`config.mk`:
```
export PLATFORM = sky130hd
export DESIGN_NAME = display_window_pixel_writer_unit
export DESIGN_NICKNAME = d
export VERILOG_FILES = /design/src/rtl/dwpw_pkg.sv /design/src/rtl/display_window_pixel_writer_unit.sv /design/src/rtl/dwpw_front.sv /design/src/rtl/dwpw_queue.sv /design/src/rtl/dwpw_back.sv
export SDC_FILE = /design/constraint.sdc
export NUM_CORES = 1
export LEC_CHECK = 0
export BUFFER_PORTS_ARGS = -buffer_cell sky130_fd_sc_hd__clkbuf_2
export CORE_ASPECT_RATIO = 0.9
export CORE_MARGIN = 5
export CORE_UTILIZATION = 63
export DETAILED_ROUTE_END_ITERATION = 12
export GPL_TIMING_DRIVEN = 0
export PLACE_DENSITY = 0.81
export SLEW_MARGIN = 20
export SYNTH_ARGS = -nofsm -noshare
export SYNTH_HDL_FRONTEND = slang
export SYNTH_HIERARCHICAL = 1
export SYNTH_SLANG_ARGS = --single-unit
```
`constraint.sdc`:
```
create_clock -name i_clk -period 7.53 [get_ports i_clk]
set_input_delay 1.1295 -clock i_clk [delete_from_list [all_inputs] [get_ports i_clk]]
set_output_delay 1.1295 -clock i_clk [all_outputs]
set_load 0.01 [all_outputs]
```
`src/rtl/dwpw_pkg.sv`:
```
// Package for the display window pixel writer.
// Holds the word types, register index codes and queue sizing.
// Every module in rtl/ imports it; it depends on nothing.
package dwpw_pkg;

    localparam int unsigned VALUE_W = 16;
    localparam int unsigned INDEX_W = 8;
    localparam int unsigned PITCH_W = 13;
    localparam int unsigned ADDR_W  = 29;

    localparam logic [PITCH_W-1:0] PITCH_RESET = PITCH_W'(480);

    localparam logic OP_SELECT = 1'b0;
    localparam logic OP_DATA   = 1'b1;

    localparam logic [INDEX_W-1:0] IDX_LEFT   = 8'h01;
    localparam logic [INDEX_W-1:0] IDX_RIGHT  = 8'h02;
    localparam logic [INDEX_W-1:0] IDX_TOP    = 8'h03;
    localparam logic [INDEX_W-1:0] IDX_BOTTOM = 8'h04;

    localparam int unsigned QUEUE_DEPTH = 2;
    localparam int unsigned QPTR_W      = (QUEUE_DEPTH > 1) ? $clog2(QUEUE_DEPTH) : 1;
    localparam int unsigned QCNT_W      = $clog2(QUEUE_DEPTH + 1);

    typedef struct packed {
        logic               op;
        logic [VALUE_W-1:0] value;
    } t_in_word;

    typedef struct packed {
        logic               write_valid;
        logic [ADDR_W-1:0]  pixel_address;
        logic [VALUE_W-1:0] pixel_color;
    } t_out_word;

    typedef struct packed {
        logic               write_valid;
        logic [VALUE_W-1:0] row;
        logic [VALUE_W-1:0] column;
        logic [VALUE_W-1:0] color;
    } t_cmd;

endpackage

```
`src/rtl/display_window_pixel_writer_unit.sv`:
```
// Display window pixel writer: window-addressed pixel port over a linear frame buffer.
// Top level; instantiates dwpw_front, dwpw_queue and dwpw_back from dwpw_pkg.
//
// Input channel: i_in_valid / o_in_stall carry words {op, value}. op = 0 selects
// a register index, op = 1 writes data to it. Indices 1..4 set the window left,
// right, top and bottom edges (left and top also load the cursors); any other
// index writes a pixel and advances the cursor in raster order through the window.
// Output channel: o_out_valid / i_out_stall carry one word per input word:
// {write_valid, pixel_address, pixel_color}, all zero when no pixel is written.
// Configuration: i_cfg_we writes i_cfg_data into line_pitch, the row multiplier.
// Throughput: one word per cycle on both channels while i_out_stall is low. Each
// word passes the queue, the multiply stage, then the add into the output register.
// Reset (synchronous, active low) clears the window, cursors and index, loads
// line_pitch with 480 and empties the queue and pipeline.
// While the receiver stalls, the output word holds, the pipeline and two-entry
// queue fill, and o_in_stall rises once the queue is full.
module display_window_pixel_writer_unit import dwpw_pkg::*; (
    input  logic               i_clk,
    input  logic               i_rst_n,
    input  logic               i_cfg_we,
    input  logic [PITCH_W-1:0] i_cfg_data,
    input  logic               i_in_valid,
    output logic               o_in_stall,
    input  t_in_word           i_in_word,
    output logic               o_out_valid,
    input  logic               i_out_stall,
    output t_out_word          o_out_word
);

    logic [PITCH_W-1:0] r_line_pitch;
    logic               q_push;
    logic               q_full;
    logic               q_valid;
    logic               q_pop;
    t_cmd               push_cmd;
    t_cmd               pop_cmd;

    always_ff @(posedge i_clk) begin
        if (!i_rst_n) begin
            r_line_pitch <= PITCH_RESET;
        end else if (i_cfg_we) begin
            r_line_pitch <= i_cfg_data;
        end
    end

    dwpw_front u_front (
        .i_clk      (i_clk),
        .i_rst_n    (i_rst_n),
        .i_in_valid (i_in_valid),
        .o_in_stall (o_in_stall),
        .i_in_word  (i_in_word),
        .i_q_full   (q_full),
        .o_q_push   (q_push),
        .o_q_cmd    (push_cmd)
    );

    dwpw_queue u_queue (
        .i_clk   (i_clk),
        .i_rst_n (i_rst_n),
        .i_push  (q_push),
        .i_cmd   (push_cmd),
        .o_full  (q_full),
        .o_valid (q_valid),
        .i_pop   (q_pop),
        .o_cmd   (pop_cmd)
    );

    dwpw_back u_back (
        .i_clk        (i_clk),
        .i_rst_n      (i_rst_n),
        .i_line_pitch (r_line_pitch),
        .i_q_valid    (q_valid),
        .i_q_cmd      (pop_cmd),
        .o_q_pop      (q_pop),
        .o_out_valid  (o_out_valid),
        .i_out_stall  (i_out_stall),
        .o_out_word   (o_out_word)
    );

endmodule

```
`src/rtl/dwpw_front.sv`:
```
// Front end: takes input words, keeps the register index, window and cursors.
// Issues one command per word into the queue. Depends on dwpw_pkg.
module dwpw_front import dwpw_pkg::*; (
    input  logic     i_clk,
    input  logic     i_rst_n,
    input  logic     i_in_valid,
    output logic     o_in_stall,
    input  t_in_word i_in_word,
    input  logic     i_q_full,
    output logic     o_q_push,
    output t_cmd     o_q_cmd
);

    logic [INDEX_W-1:0] r_sel, n_sel;
    logic [VALUE_W-1:0] r_left, n_left;
    logic [VALUE_W-1:0] r_right, n_right;
    logic [VALUE_W-1:0] r_top, n_top;
    logic [VALUE_W-1:0] r_bottom, n_bottom;
    logic [VALUE_W-1:0] r_col, n_col;
    logic [VALUE_W-1:0] r_row, n_row;
    logic [VALUE_W-1:0] col_inc;
    logic [VALUE_W-1:0] row_inc;
    logic               accept;

    assign o_in_stall = i_q_full;
    assign accept     = i_in_valid && !i_q_full;
    assign o_q_push   = accept;
    assign col_inc    = r_col + VALUE_W'(1);
    assign row_inc    = r_row + VALUE_W'(1);

    always_comb begin
        n_sel    = r_sel;
        n_left   = r_left;
        n_right  = r_right;
        n_top    = r_top;
        n_bottom = r_bottom;
        n_col    = r_col;
        n_row    = r_row;
        o_q_cmd  = '0;
        if (accept) begin
            if (i_in_word.op == OP_SELECT) begin
                n_sel = i_in_word.value[INDEX_W-1:0];
            end else begin
                case (r_sel)
                    IDX_LEFT: begin
                        n_left = i_in_word.value;
                        n_col  = i_in_word.value;
                    end
                    IDX_RIGHT: begin
                        n_right = i_in_word.value;
                    end
                    IDX_TOP: begin
                        n_top = i_in_word.value;
                        n_row = i_in_word.value;
                    end
                    IDX_BOTTOM: begin
                        n_bottom = i_in_word.value;
                    end
                    default: begin
                        o_q_cmd.write_valid = 1'b1;
                        o_q_cmd.row         = r_row;
                        o_q_cmd.column      = r_col;
                        o_q_cmd.color       = i_in_word.value;
                        if (col_inc > r_right) begin
                            n_col = r_left;
                            n_row = (row_inc > r_bottom) ? r_top : row_inc;
                        end else begin
                            n_col = col_inc;
                        end
                    end
                endcase
            end
        end
    end

    always_ff @(posedge i_clk) begin
        if (!i_rst_n) begin
            r_sel    <= '0;
            r_left   <= '0;
            r_right  <= '0;
            r_top    <= '0;
            r_bottom <= '0;
            r_col    <= '0;
            r_row    <= '0;
        end else begin
            r_sel    <= n_sel;
            r_left   <= n_left;
            r_right  <= n_right;
            r_top    <= n_top;
            r_bottom <= n_bottom;
            r_col    <= n_col;
            r_row    <= n_row;
        end
    end

endmodule

```
`src/rtl/dwpw_queue.sv`:
```
// Short command queue between front and back ends.
// Depth set by QUEUE_DEPTH in dwpw_pkg.
module dwpw_queue import dwpw_pkg::*; (
    input  logic i_clk,
    input  logic i_rst_n,
    input  logic i_push,
    input  t_cmd i_cmd,
    output logic o_full,
    output logic o_valid,
    input  logic i_pop,
    output t_cmd o_cmd
);

    t_cmd              r_mem [QUEUE_DEPTH];
    logic [QPTR_W-1:0] r_wr_ptr, n_wr_ptr;
    logic [QPTR_W-1:0] r_rd_ptr, n_rd_ptr;
    logic [QCNT_W-1:0] r_count, n_count;
    logic              push;
    logic              pop;

    assign o_full  = (r_count == QCNT_W'(QUEUE_DEPTH));
    assign o_valid = (r_count != '0);
    assign o_cmd   = r_mem[r_rd_ptr];
    assign push    = i_push && !o_full;
    assign pop     = i_pop && o_valid;

    always_comb begin
        n_wr_ptr = r_wr_ptr;
        n_rd_ptr = r_rd_ptr;
        n_count  = r_count;
        if (push) begin
            n_wr_ptr = (r_wr_ptr == QPTR_W'(QUEUE_DEPTH - 1)) ? '0 : r_wr_ptr + QPTR_W'(1);
        end
        if (pop) begin
            n_rd_ptr = (r_rd_ptr == QPTR_W'(QUEUE_DEPTH - 1)) ? '0 : r_rd_ptr + QPTR_W'(1);
        end
        if (push && !pop) begin
            n_count = r_count + QCNT_W'(1);
        end else if (pop && !push) begin
            n_count = r_count - QCNT_W'(1);
        end
    end

    always_ff @(posedge i_clk) begin
        if (push) begin
            r_mem[r_wr_ptr] <= i_cmd;
        end
    end

    always_ff @(posedge i_clk) begin
        if (!i_rst_n) begin
            r_wr_ptr <= '0;
            r_rd_ptr <= '0;
            r_count  <= '0;
        end else begin
            r_wr_ptr <= n_wr_ptr;
            r_rd_ptr <= n_rd_ptr;
            r_count  <= n_count;
        end
    end

endmodule

```
`src/rtl/dwpw_back.sv`:
```
// Back end: computes pitch * row + column and drives the output word.
// Multiply stage, then add into the output register. Depends on dwpw_pkg.
module dwpw_back import dwpw_pkg::*; (
    input  logic               i_clk,
    input  logic               i_rst_n,
    input  logic [PITCH_W-1:0] i_line_pitch,
    input  logic               i_q_valid,
    input  t_cmd               i_q_cmd,
    output logic               o_q_pop,
    output logic               o_out_valid,
    input  logic               i_out_stall,
    output t_out_word          o_out_word
);

    logic              r_s1_valid;
    t_cmd              r_s1_cmd;
    logic [ADDR_W-1:0] r_s1_prod;
    logic              r_out_valid;
    t_out_word         r_out_word;
    logic              out_free;
    logic              s1_move;
    logic              s1_free;

    assign out_free    = !r_out_valid || !i_out_stall;
    assign s1_move     = r_s1_valid && out_free;
    assign s1_free     = !r_s1_valid || s1_move;
    assign o_q_pop     = i_q_valid && s1_free;
    assign o_out_valid = r_out_valid;
    assign o_out_word  = r_out_word;

    always_ff @(posedge i_clk) begin
        if (o_q_pop) begin
            r_s1_cmd  <= i_q_cmd;
            r_s1_prod <= ADDR_W'(i_line_pitch) * ADDR_W'(i_q_cmd.row);
        end
        if (s1_move) begin
            r_out_word.write_valid   <= r_s1_cmd.write_valid;
            r_out_word.pixel_address <= r_s1_prod + ADDR_W'(r_s1_cmd.column);
            r_out_word.pixel_color   <= r_s1_cmd.color;
        end
    end

    always_ff @(posedge i_clk) begin
        if (!i_rst_n) begin
            r_s1_valid  <= 1'b0;
            r_out_valid <= 1'b0;
        end else begin
            if (s1_free) begin
                r_s1_valid <= i_q_valid;
            end
            if (out_free) begin
                r_out_valid <= r_s1_valid;
            end
        end
    end

endmodule
```
# Word level (Yosys, flattened, before mapping)
# Memories as Yosys holds them, arrays and structs flattened. A register that Yosys moved wholly into a read port is not among the register bits.
# Index checks and enable logic that the tools add are counted.
# totals
reg_bits,231
ramBits,98
input_bits,35
output_inout_bits,48
word_cells,83
memories,1
# mem_list
memory,depth,word_bits,rd,rd_ports_with_merged_regs,wr,line_no,source
u_queue.r_mem,2,49,1,1,1,dwpw_queue.sv:14,t_cmd r_mem [QUEUE_DEPTH];
# classes
addsub,7
multipliers,1
magnitude_cmp,2
n_eq_ne,5
n_mux,16
bitwise,3
n_reduce_logical,28
# ops
cell,n
2-to-1 mux 49 bit,3
one-hot mux 16 bit (2 select lines),2
2-to-1 mux 16 bit,3
adder 16 x 1 -> 16 bit (second input constant),2
greater-than comparator 16 bit,2
adder 29 x 16 -> 29 bit,1
multiplier 13 x 16 -> 29 bit,1
== test 8 x 2 -> 1 bit (second input constant),2
AND reduction 3 bit,5
== test 8 x 1 -> 1 bit (second input constant),1
== test 8 x 3 -> 1 bit (second input constant),1
logical AND 1 bit,7
logical NOT 1 bit,6
2-to-1 mux 1 bit,6
nonzero test 2 bit,3
OR reduction 3 bit,2
2-to-1 mux 2 bit,2
AND reduction 4 bit,1
OR reduction 4 bit,1
inverter 1 bit,3
adder 1 bit (second input constant),2
adder 2 x 1 -> 2 bit (second input constant),1
== test 2 bit (second input constant),1
logical OR 1 bit,2
other kinds (2),2

# Logic depth before layout (Yosys ltp)
# Gate-level depths: netlist of the first run.
# depth
word_depth,9
mapped_depth,23
ltp_nobuf,20

# By module
# Netlist of the first run, hierarchy kept.
# by_module_without_submodules
module,n_inst,cells_each,area_each_um2,seq_area_each_um2
dwpw_back,1,1096,11297.1,3283.1
dwpw_front,1,776,6406.1,2082.0
dwpw_queue,1,177,3764.9,3042.9
display_window_pixel_writer_unit,1,42,496.7,260.2

# Worst setup path after synthesis of the first run
# Ideal clock, no wire load.
# synth_path
path_type,reg-to-reg
start,register with a tool-made name
end,register u_back.r_s1_prod[24] (data pin)
setup_time_ps,266
arrival_ps,5601
t_required_ps,7264
setup_slack_ps,1663
stages_incl_launch_ff,22
n_path_buf,2
period_less_slack_ps,5867
cell_sequence,dfxtp_1 > buf_2 > mux2_2 > clkbuf_1 > and2_1 > fa_1 > inv_1 > fa_1 > inv_1 > fa_1 > inv_1 > fa_1 > fa_1 > inv_1 > ha_1 > a21oi_1 > o221ai_2 > a2111oi_4 > nor2_1 > a21boi_2 > o31ai_2 > xor2_1
# synth_lines
item,line_no,source
end signal: assignment,dwpw_back.sv:34,r_s1_prod <= ADDR_W'(i_line_pitch) * ADDR_W'(i_q_cmd.row);
end: declaration,dwpw_back.sv:17,logic [ADDR_W-1:0] r_s1_prod;

==> results.md, run 1 <==
- Number of flops mapped to enable cells by yosys: 206
- RSZ-0062 raised after global routing: false
- Most common cell in the netlist: nand2_1
- Number of global-route vias before repair: 16,200
- Synth Area in XOR/XNOR: 0.0319
- Final hold violations: 0
- Setup-failing EPs final: 0
- Actual slew at the worst max-slew pin: 0.835 ns
- Top achievable clock speed: 147 MHz
- Crit path arrival time: 7.08 ns
- Reg clk slew, reported paths: 0.07 ns
- Post-synthesis register bit count: 330
- # IOs: 83
- Max clock buf depth: 3
- Mapped cell area: 22,000 um2
- Die area: 38,700 um2
- Main combinational cell family by area after synthesis: adder cells
- Syn Area/Cell: 10.5 um2
- Max Cap Viol: 0
- Syn Nets: 2,406
- Tmin final: 6.81 ns
- Netlist cell types: 84
- # hold bufs at CTS: 0
- Global route overflow: 0
- Seq/Total Area, Yosys: 0.395
- Post-DP HPWL: 38,600 um
- Slew HR: 0.442
- Routability cong.: 0.934
- Async SR Flop Fraction: 0
- CTS Sinks: 330
- Filler instances: 2,513
- Final hold slack: 0.408 ns
- Area leader, netlist: edfxtp_1
- Synth Area in Simple Gates: 0.157
- Post-CTS setup buffers: 0
- DRT Wirelength: 51,100 um
- Worst-Skew Late Latency: 0.55 ns
- Core ar.: 34,200 um2
- Row count: 64
- CTS tree: yes
- Largest net degree at the start of global routing: 45
- DRT iter0 DRCs: 1,191
- Yosys warns: 6
- Routed vias: 15,700
- Vias per cell: 5.80
- Post-layout net count: 2,530
- Layout cells sized above 1: 0.117
- Htree depth: 2
- Initial Util: 0.642
- Most used DFF post-synth: edfxtp_1
- Synth top cells by count: nand2_1, inv_1, edfxtp_1
- Final slew viol count: 0
- Outcome: completed
- Worst Hold Class: register to register
- Area grow syn2layout: 10.3%
- Share of the synthesized area in the top cell type: 0.282
- Worst Path Required: 7.80 ns
- Antenna cells: 0
- Worst-path maximum fanout: 10
- Initial antenna violation count: 0
- Buffers on Ports: 80
- Post_cts resized: 0
- Clock Skews: 0.0209 ns
- Post-route ant nets: 0
- Drt wl/cell: 18.9 um
- CTS root buf: clkbuf_16
- First-pass GRT wire length: 83,000 um
- All-layer global routing usage: 0.268
- Adder-Cell Fraction of Synth Area: 0.212
- CP Class: register to register
- Mapped Cells: 2,091
- Mux cell area share after synthesis: 0.0590
- Residual DRC: 0
- Crit start category: register
- Crit end category: register
- Initial DRT Pass Iterations: 6
- Number of CTS-inserted buffers: 36
- Die Y: 187 um
- Main area contributors after synthesis: edfxtp_1, fa_1, dfxtp_1
- Final Cycle Share: 0.904
- Die width: 207 um
- Fin Setup TNS: 0 ns
- Synth Area in Compound Gates: 0.0809
## layer usage
metal / track usage / wire length [um] / part of all wire
met1: 0.371 / 21500 / 0.42
met2: 0.433 / 24100 / 0.47
met3: 0.0513 / 4140 / 0.081
met4: 0.0773 / 1370 / 0.027
met5: 0 / 0 / 0
## flip-flops by register name (all words and copies together), names as in the netlist, 29 cells and up, named ones only
name / cells
u_queue/r_mem: 98
u_back/o_out_word: 46
u_back/r_s1_cmd: 33
u_back/r_s1_prod: 29
## critical path, stage by stage, from the launching register on
cell and delay, ns:
dfxtp_1 0.47, buf_2 0.31, mux2_2 0.41, clkbuf_1 0.30
and2_1 0.27, fa_1 0.55, inv_1 0.07, fa_1 0.54
inv_1 0.06, fa_1 0.50, inv_1 0.05, fa_1 0.46
fa_1 0.55, inv_1 0.04, ha_1 0.35, a21oi_1 0.22
o221ai_2 0.20, a2111oi_4 0.56, nor2_1 0.19, a21boi_2 0.22
o31ai_2 0.08, xor2_1 0.14
## cells in the final DEF, fill, tap and decap left out, drive strengths merged, types with 3 or more instances in the layout
cell type	count
a21boi	39
a21o	15
a21oi	54
a31oi	41
and2	106
and3	57
and4	3
buf	35
bufinv	3
clkbuf	189
clkinv	11
clkinvlp	3
dfxtp	124
edfxtp	206
fa	155
ha	125
inv	253
mux2	64
mux2i	54
nand2	288
nand2b	15
nand3	36
nand4	20
nor2	46
nor2b	58
nor3	14
nor3b	4
nor4	7
o2111ai	4
o211ai	17
o21a	10
o21ai	59
o21bai	4
o31ai	4
or2	5
or3	8
xnor2	52
xor2	28
## cell type report
class / count / area (um2) / share of cell area
Multi-Input combinational cell: 1418 / 11900 / 0.492
Sequential cell: 330 / 8670 / 0.358
Clock buffer: 45 / 938 / 0.0387
Inverter: 250 / 938 / 0.0387
Tap cell: 462 / 578 / 0.0239
Timing Repair Buffer: 86 / 513 / 0.0212
Buffer: 93 / 468 / 0.0193
Clock inverter: 20 / 211 / 0.00873
## metrics by stage
stage	instance area (um2)	setup slack, ns	utilization	std cells
floorplan	22000	1.66	-	2091
CTS	24200	0.740	0.709	2704
detailed placement	23100	0.791	0.675	2639
global placement	22900	0.891	0.671	2633
global route	24200	0.433	0.709	2704
finish	24200	0.721	0.709	2704
## logic make-up (layout without fill, tap and decap cells)
kind of cell | Yosys count | count (layout)
mux | 118 | 118
flops | 330 | 330
fa+ha+maj | 280 | 280
buf+inv | 343 | 494
compound gates | 266 | 266
xor+xnor | 80 | 80
simple gates | 674 | 674
## final timing paths
path,from,endpoint,slack [ns],cells past startpoint
worst min-delay path,u_back/r_s1_cmd[8],u_back/o_out_word[8],0.41,0
worst max register to register,register,u_back/r_s1_prod[24],0.72,21
worst min register to register,u_back/r_s1_cmd[8],u_back/o_out_word[8],0.41,0
worst max-delay path,register,u_back/r_s1_prod[24],0.72,21
Power of run 1 is not shown: default switching activity piles up to over one toggle a cycle in this logic, so the estimate is an artifact.
==> inputs of run 2 (changes only) <==
Settings changed: ABC_AREA from default to 1, CORE_ASPECT_RATIO 0.9 to 2.
==> results.md, run 2 <==
- Routability cong.: 0.986 (was 0.934)
- Clock Skews: 0.0144 ns (was 0.0209 ns)
- Core ar.: 36,300 um2 (was 34,200 um2)
- Synth Area in Simple Gates: 0.204 (was 0.157)
- Tmin final: 6.20 ns (was 6.81 ns)
- Count of non-filler cells in the finished layout: 3,353 (was 2,704)
- Crit start category: register (unchanged)
- Die width: 145 um (was 207 um)
- Max reg flops: 98 (unchanged)
- Seq/Total Area, Yosys: 0.376 (was 0.395)
- Global route overflow: 0 (unchanged)
- Drt wl/cell: 19.3 um (was 18.9 um)
- Area leader, netlist: edfxtp_1 (unchanged)
- Setup-failing EPs final: 0 (unchanged)
- Largest register by flop count: u_queue/r_mem (unchanged)
- Async SR Flop Fraction: 0 (unchanged)
- Max Cap Viol: 0 (unchanged)
- Number of global-route vias before repair: 18,900 (was 16,200)
- DRT Wirelength: 64,600 um (was 51,100 um)
- Synth Area in Compound Gates: 0.0526 (was 0.0809)
- Die Y: 281 um (was 187 um)
- DRT iter0 DRCs: 1,036 (was 1,191)
- Antenna cells: 0 (unchanged)
- Worst Path Required: 7.86 ns (was 7.80 ns)
- Mapped Cells: 2,758 (was 2,091)
- Most common cell in the netlist: nand2_1 (unchanged)
- Post-route ant nets: 0 (unchanged)
- Post-CTS setup buffers: 0 (unchanged)
- Residual DRC: 0 (unchanged)
- Area grow syn2layout: 9.25% (was 10.3%)
- Initial DRT Pass Iterations: 7 (was 6)
- Critical-path cell list: buf_4, mux2_2, clkbuf_1, nand2_1, fa_1, inv_1, fa_1, inv_1, fa_1, inv_1, fa_1, fa_1, ha_1, nand2_1, nor2_2, nand3_1, nand3_1, nand2_1, nand3_1, nand2_1 (was buf_2, mux2_2, clkbuf_1, and2_1, fa_1, inv_1, fa_1, inv_1, fa_1, inv_1, fa_1, fa_1, inv_1, ha_1, a21oi_1, o221ai_2, a2111oi_4, nor2_1, a21boi_2, o31ai_2, xor2_1)
- Crit-path max cell delay: 0.58 ns (was 0.56 ns)
- Number of CTS-inserted buffers: 29 (was 36)
- Routed vias: 18,400 (was 15,700)
- Top achievable clock speed: 161 MHz (was 147 MHz)
- Initial Util: 0.635 (was 0.642)
- Most frequent CP cell: fa_1 (unchanged)
- Initial antenna violation count: 0 (unchanged)
- Worst-path maximum fanout: 10 (unchanged)
- Final Cycle Share: 0.823 (was 0.904)
- Placed Cells: 3,299 (was 2,639)
- Actual slew at the worst max-slew pin: 0.817 ns (was 0.835 ns)
- Final slew viol count: 0 (unchanged)
- Slew HR: 0.455 (was 0.442)
- Post-DP HPWL: 52,500 um (was 38,600 um)
- CP Class: register to register (unchanged)
- Delay-heaviest family, CP: adder cells (unchanged)
- Reg clk slew, reported paths: 0.07 ns (about the same)
- HP Start: u_back/r_s1_cmd[15] (was u_back/r_s1_cmd[8])
- Outcome: completed (unchanged)
- Adder-Cell Fraction of Synth Area: 0.202 (was 0.212)
- Post-layout net count: 3,191 (was 2,530)
- Synth Area in XOR/XNOR: 0.0186 (was 0.0319)
- Fin Setup TNS: 0 ns (unchanged)
- RSZ-0062 raised after global routing: false (unchanged)
- Crit end category: register (unchanged)
- All-layer global routing usage: 0.315 (was 0.268)
- Netlist cell types: 47 (was 84)
- Main area contributors after synthesis: edfxtp_1, fa_1, nand2_1 (was edfxtp_1, fa_1, dfxtp_1)
- Share of the synthesized area in the top cell type: 0.268 (was 0.282)
- Worst-Skew Late Latency: 0.58 ns (was 0.55 ns)
- Most frequent cells in the layout: nand2_1, inv_1, nor2_1 (was nand2_1, inv_1, edfxtp_1)
- Synth top cells by count: nand2_1, inv_1, nor2_1 (was nand2_1, inv_1, edfxtp_1)
- Final hold violations: 0 (unchanged)
- Mapped cell area: 23,100 um2 (was 22,000 um2)
- Crit path buf inv count: 5 (was 6)
- Largest net degree at the start of global routing: 59 (was 45)
- Row count: 99 (was 64)
- Critical-path top delay cell: fa_1 (was a2111oi_4)
- Buffers on Ports: 82 (was 80)
- Post_cts resized: 0 (unchanged)
- # IOs: 83 (unchanged)
- CTS root buf: clkbuf_16 (unchanged)
- Final hold slack: 0.420 ns (was 0.408 ns)
- # hold bufs at CTS: 0 (unchanged)
- Most used DFF post-synth: edfxtp_1 (unchanged)
- Mux cell area share after synthesis: 0.0256 (was 0.0590)
- Layout cells sized above 1: 0.0900 (was 0.117)
- Htree depth: 1 (was 2)
- Yosys warns: 6 (unchanged)
- Filler instances: 2,954 (was 2,513)
- Syn Nets: 3,073 (was 2,406)
- Most common cell after layout, fill and taps aside: nand2_1 (unchanged)
- Crit path arrival time: 6.53 ns (was 7.08 ns)
- Die area: 40,800 um2 (was 38,700 um2)
- Vias per cell: 5.48 (was 5.80)
- Main combinational cell family by area after synthesis: simple AND/OR/NAND/NOR gates (was adder cells)
- Max clock buf depth: 3 (unchanged)
- First-pass GRT wire length: 99,500 um (was 83,000 um)
- Number of flops mapped to enable cells by yosys: 206 (unchanged)
- Post-synthesis register bit count: 330 (unchanged)
- CTS tree: yes (unchanged)
- Syn Area/Cell: 8.36 um2 (was 10.5 um2)
- Worst Hold Class: register to register (unchanged)
- CTS Sinks: 330 (unchanged)
[run 2: cell types whose count changed in the layout (fill, tap and decap cells not counted), moves of 28 or more]
cell / before / now
and2_1: 104 / 0
a31oi_1: 40 / 12
a21boi_0: 36 / 0
inv_1: 249 / 610
xnor2_1: 52 / 3
a211oi_1: 2 / 47
nand2_1: 286 / 721
nor2b_1: 58 / 0
nor2_1: 45 / 215
a21oi_1: 53 / 83
mux2i_1: 54 / 0
and3_1: 53 / 0
nand3_1: 36 / 109
[run 2: per-layer routing]
layer / share of wire / vias to the layer above / routed length (um) / GRT usage
met5: 0 / - / 0 / 0
met4: 0.10 / 0 / 6720 / 0.268
met3: 0.041 / 283 / 2660 / 0.0278
met2: 0.55 / 643 / 35300 / 0.604
met1: 0.31 / 8687 / 20000 / 0.293
li1: - / 8758 / - / -
[run 2: area by class of cell]
type / instances / area, um2 / area share
clock buffer: 37 / 766 / 0.0304
timing repair buffer: 87 / 533 / 0.0212
tap: 454 / 568 / 0.0226
buffer: 93 / 470 / 0.0187
inverter: 617 / 2320 / 0.0921
clock inverter: 17 / 241 / 0.00959
sequential: 330 / 8670 / 0.344
multi-input combinational: 1718 / 11600 / 0.461
[run 2: final timing paths]
check	end	slack [ns]	cells after the start
worst max-delay path	u_back/r_s1_prod[21]	1.33	20
worst min-delay path	u_back/o_out_word[15]	0.42	0
worst max register to register	u_back/r_s1_prod[21]	1.33	20
worst min register to register	u_back/o_out_word[15]	0.42	0
[run 2: cells by family after synthesis]
group / Yosys count
compound gates: 206
flops: 330
simple gates: 1134
xor+xnor: 49
fa+ha+maj: 280
mux: 49
buf+inv: 710
[run 2: through the flow]
step / worst slack [ns] / area [um2] / util
3_5_place_dp: 1.37 / 24200 / 0.666
6_report: 1.33 / 25200 / 0.694
2_1_floorplan: 2.38 / 23100 / -
4_1_cts: 1.34 / 25200 / 0.694
3_3_place_gp: 1.48 / 24000 / 0.662
5_1_grt: 1.14 / 25200 / 0.694
Power of run 2 is left out for the same reason.
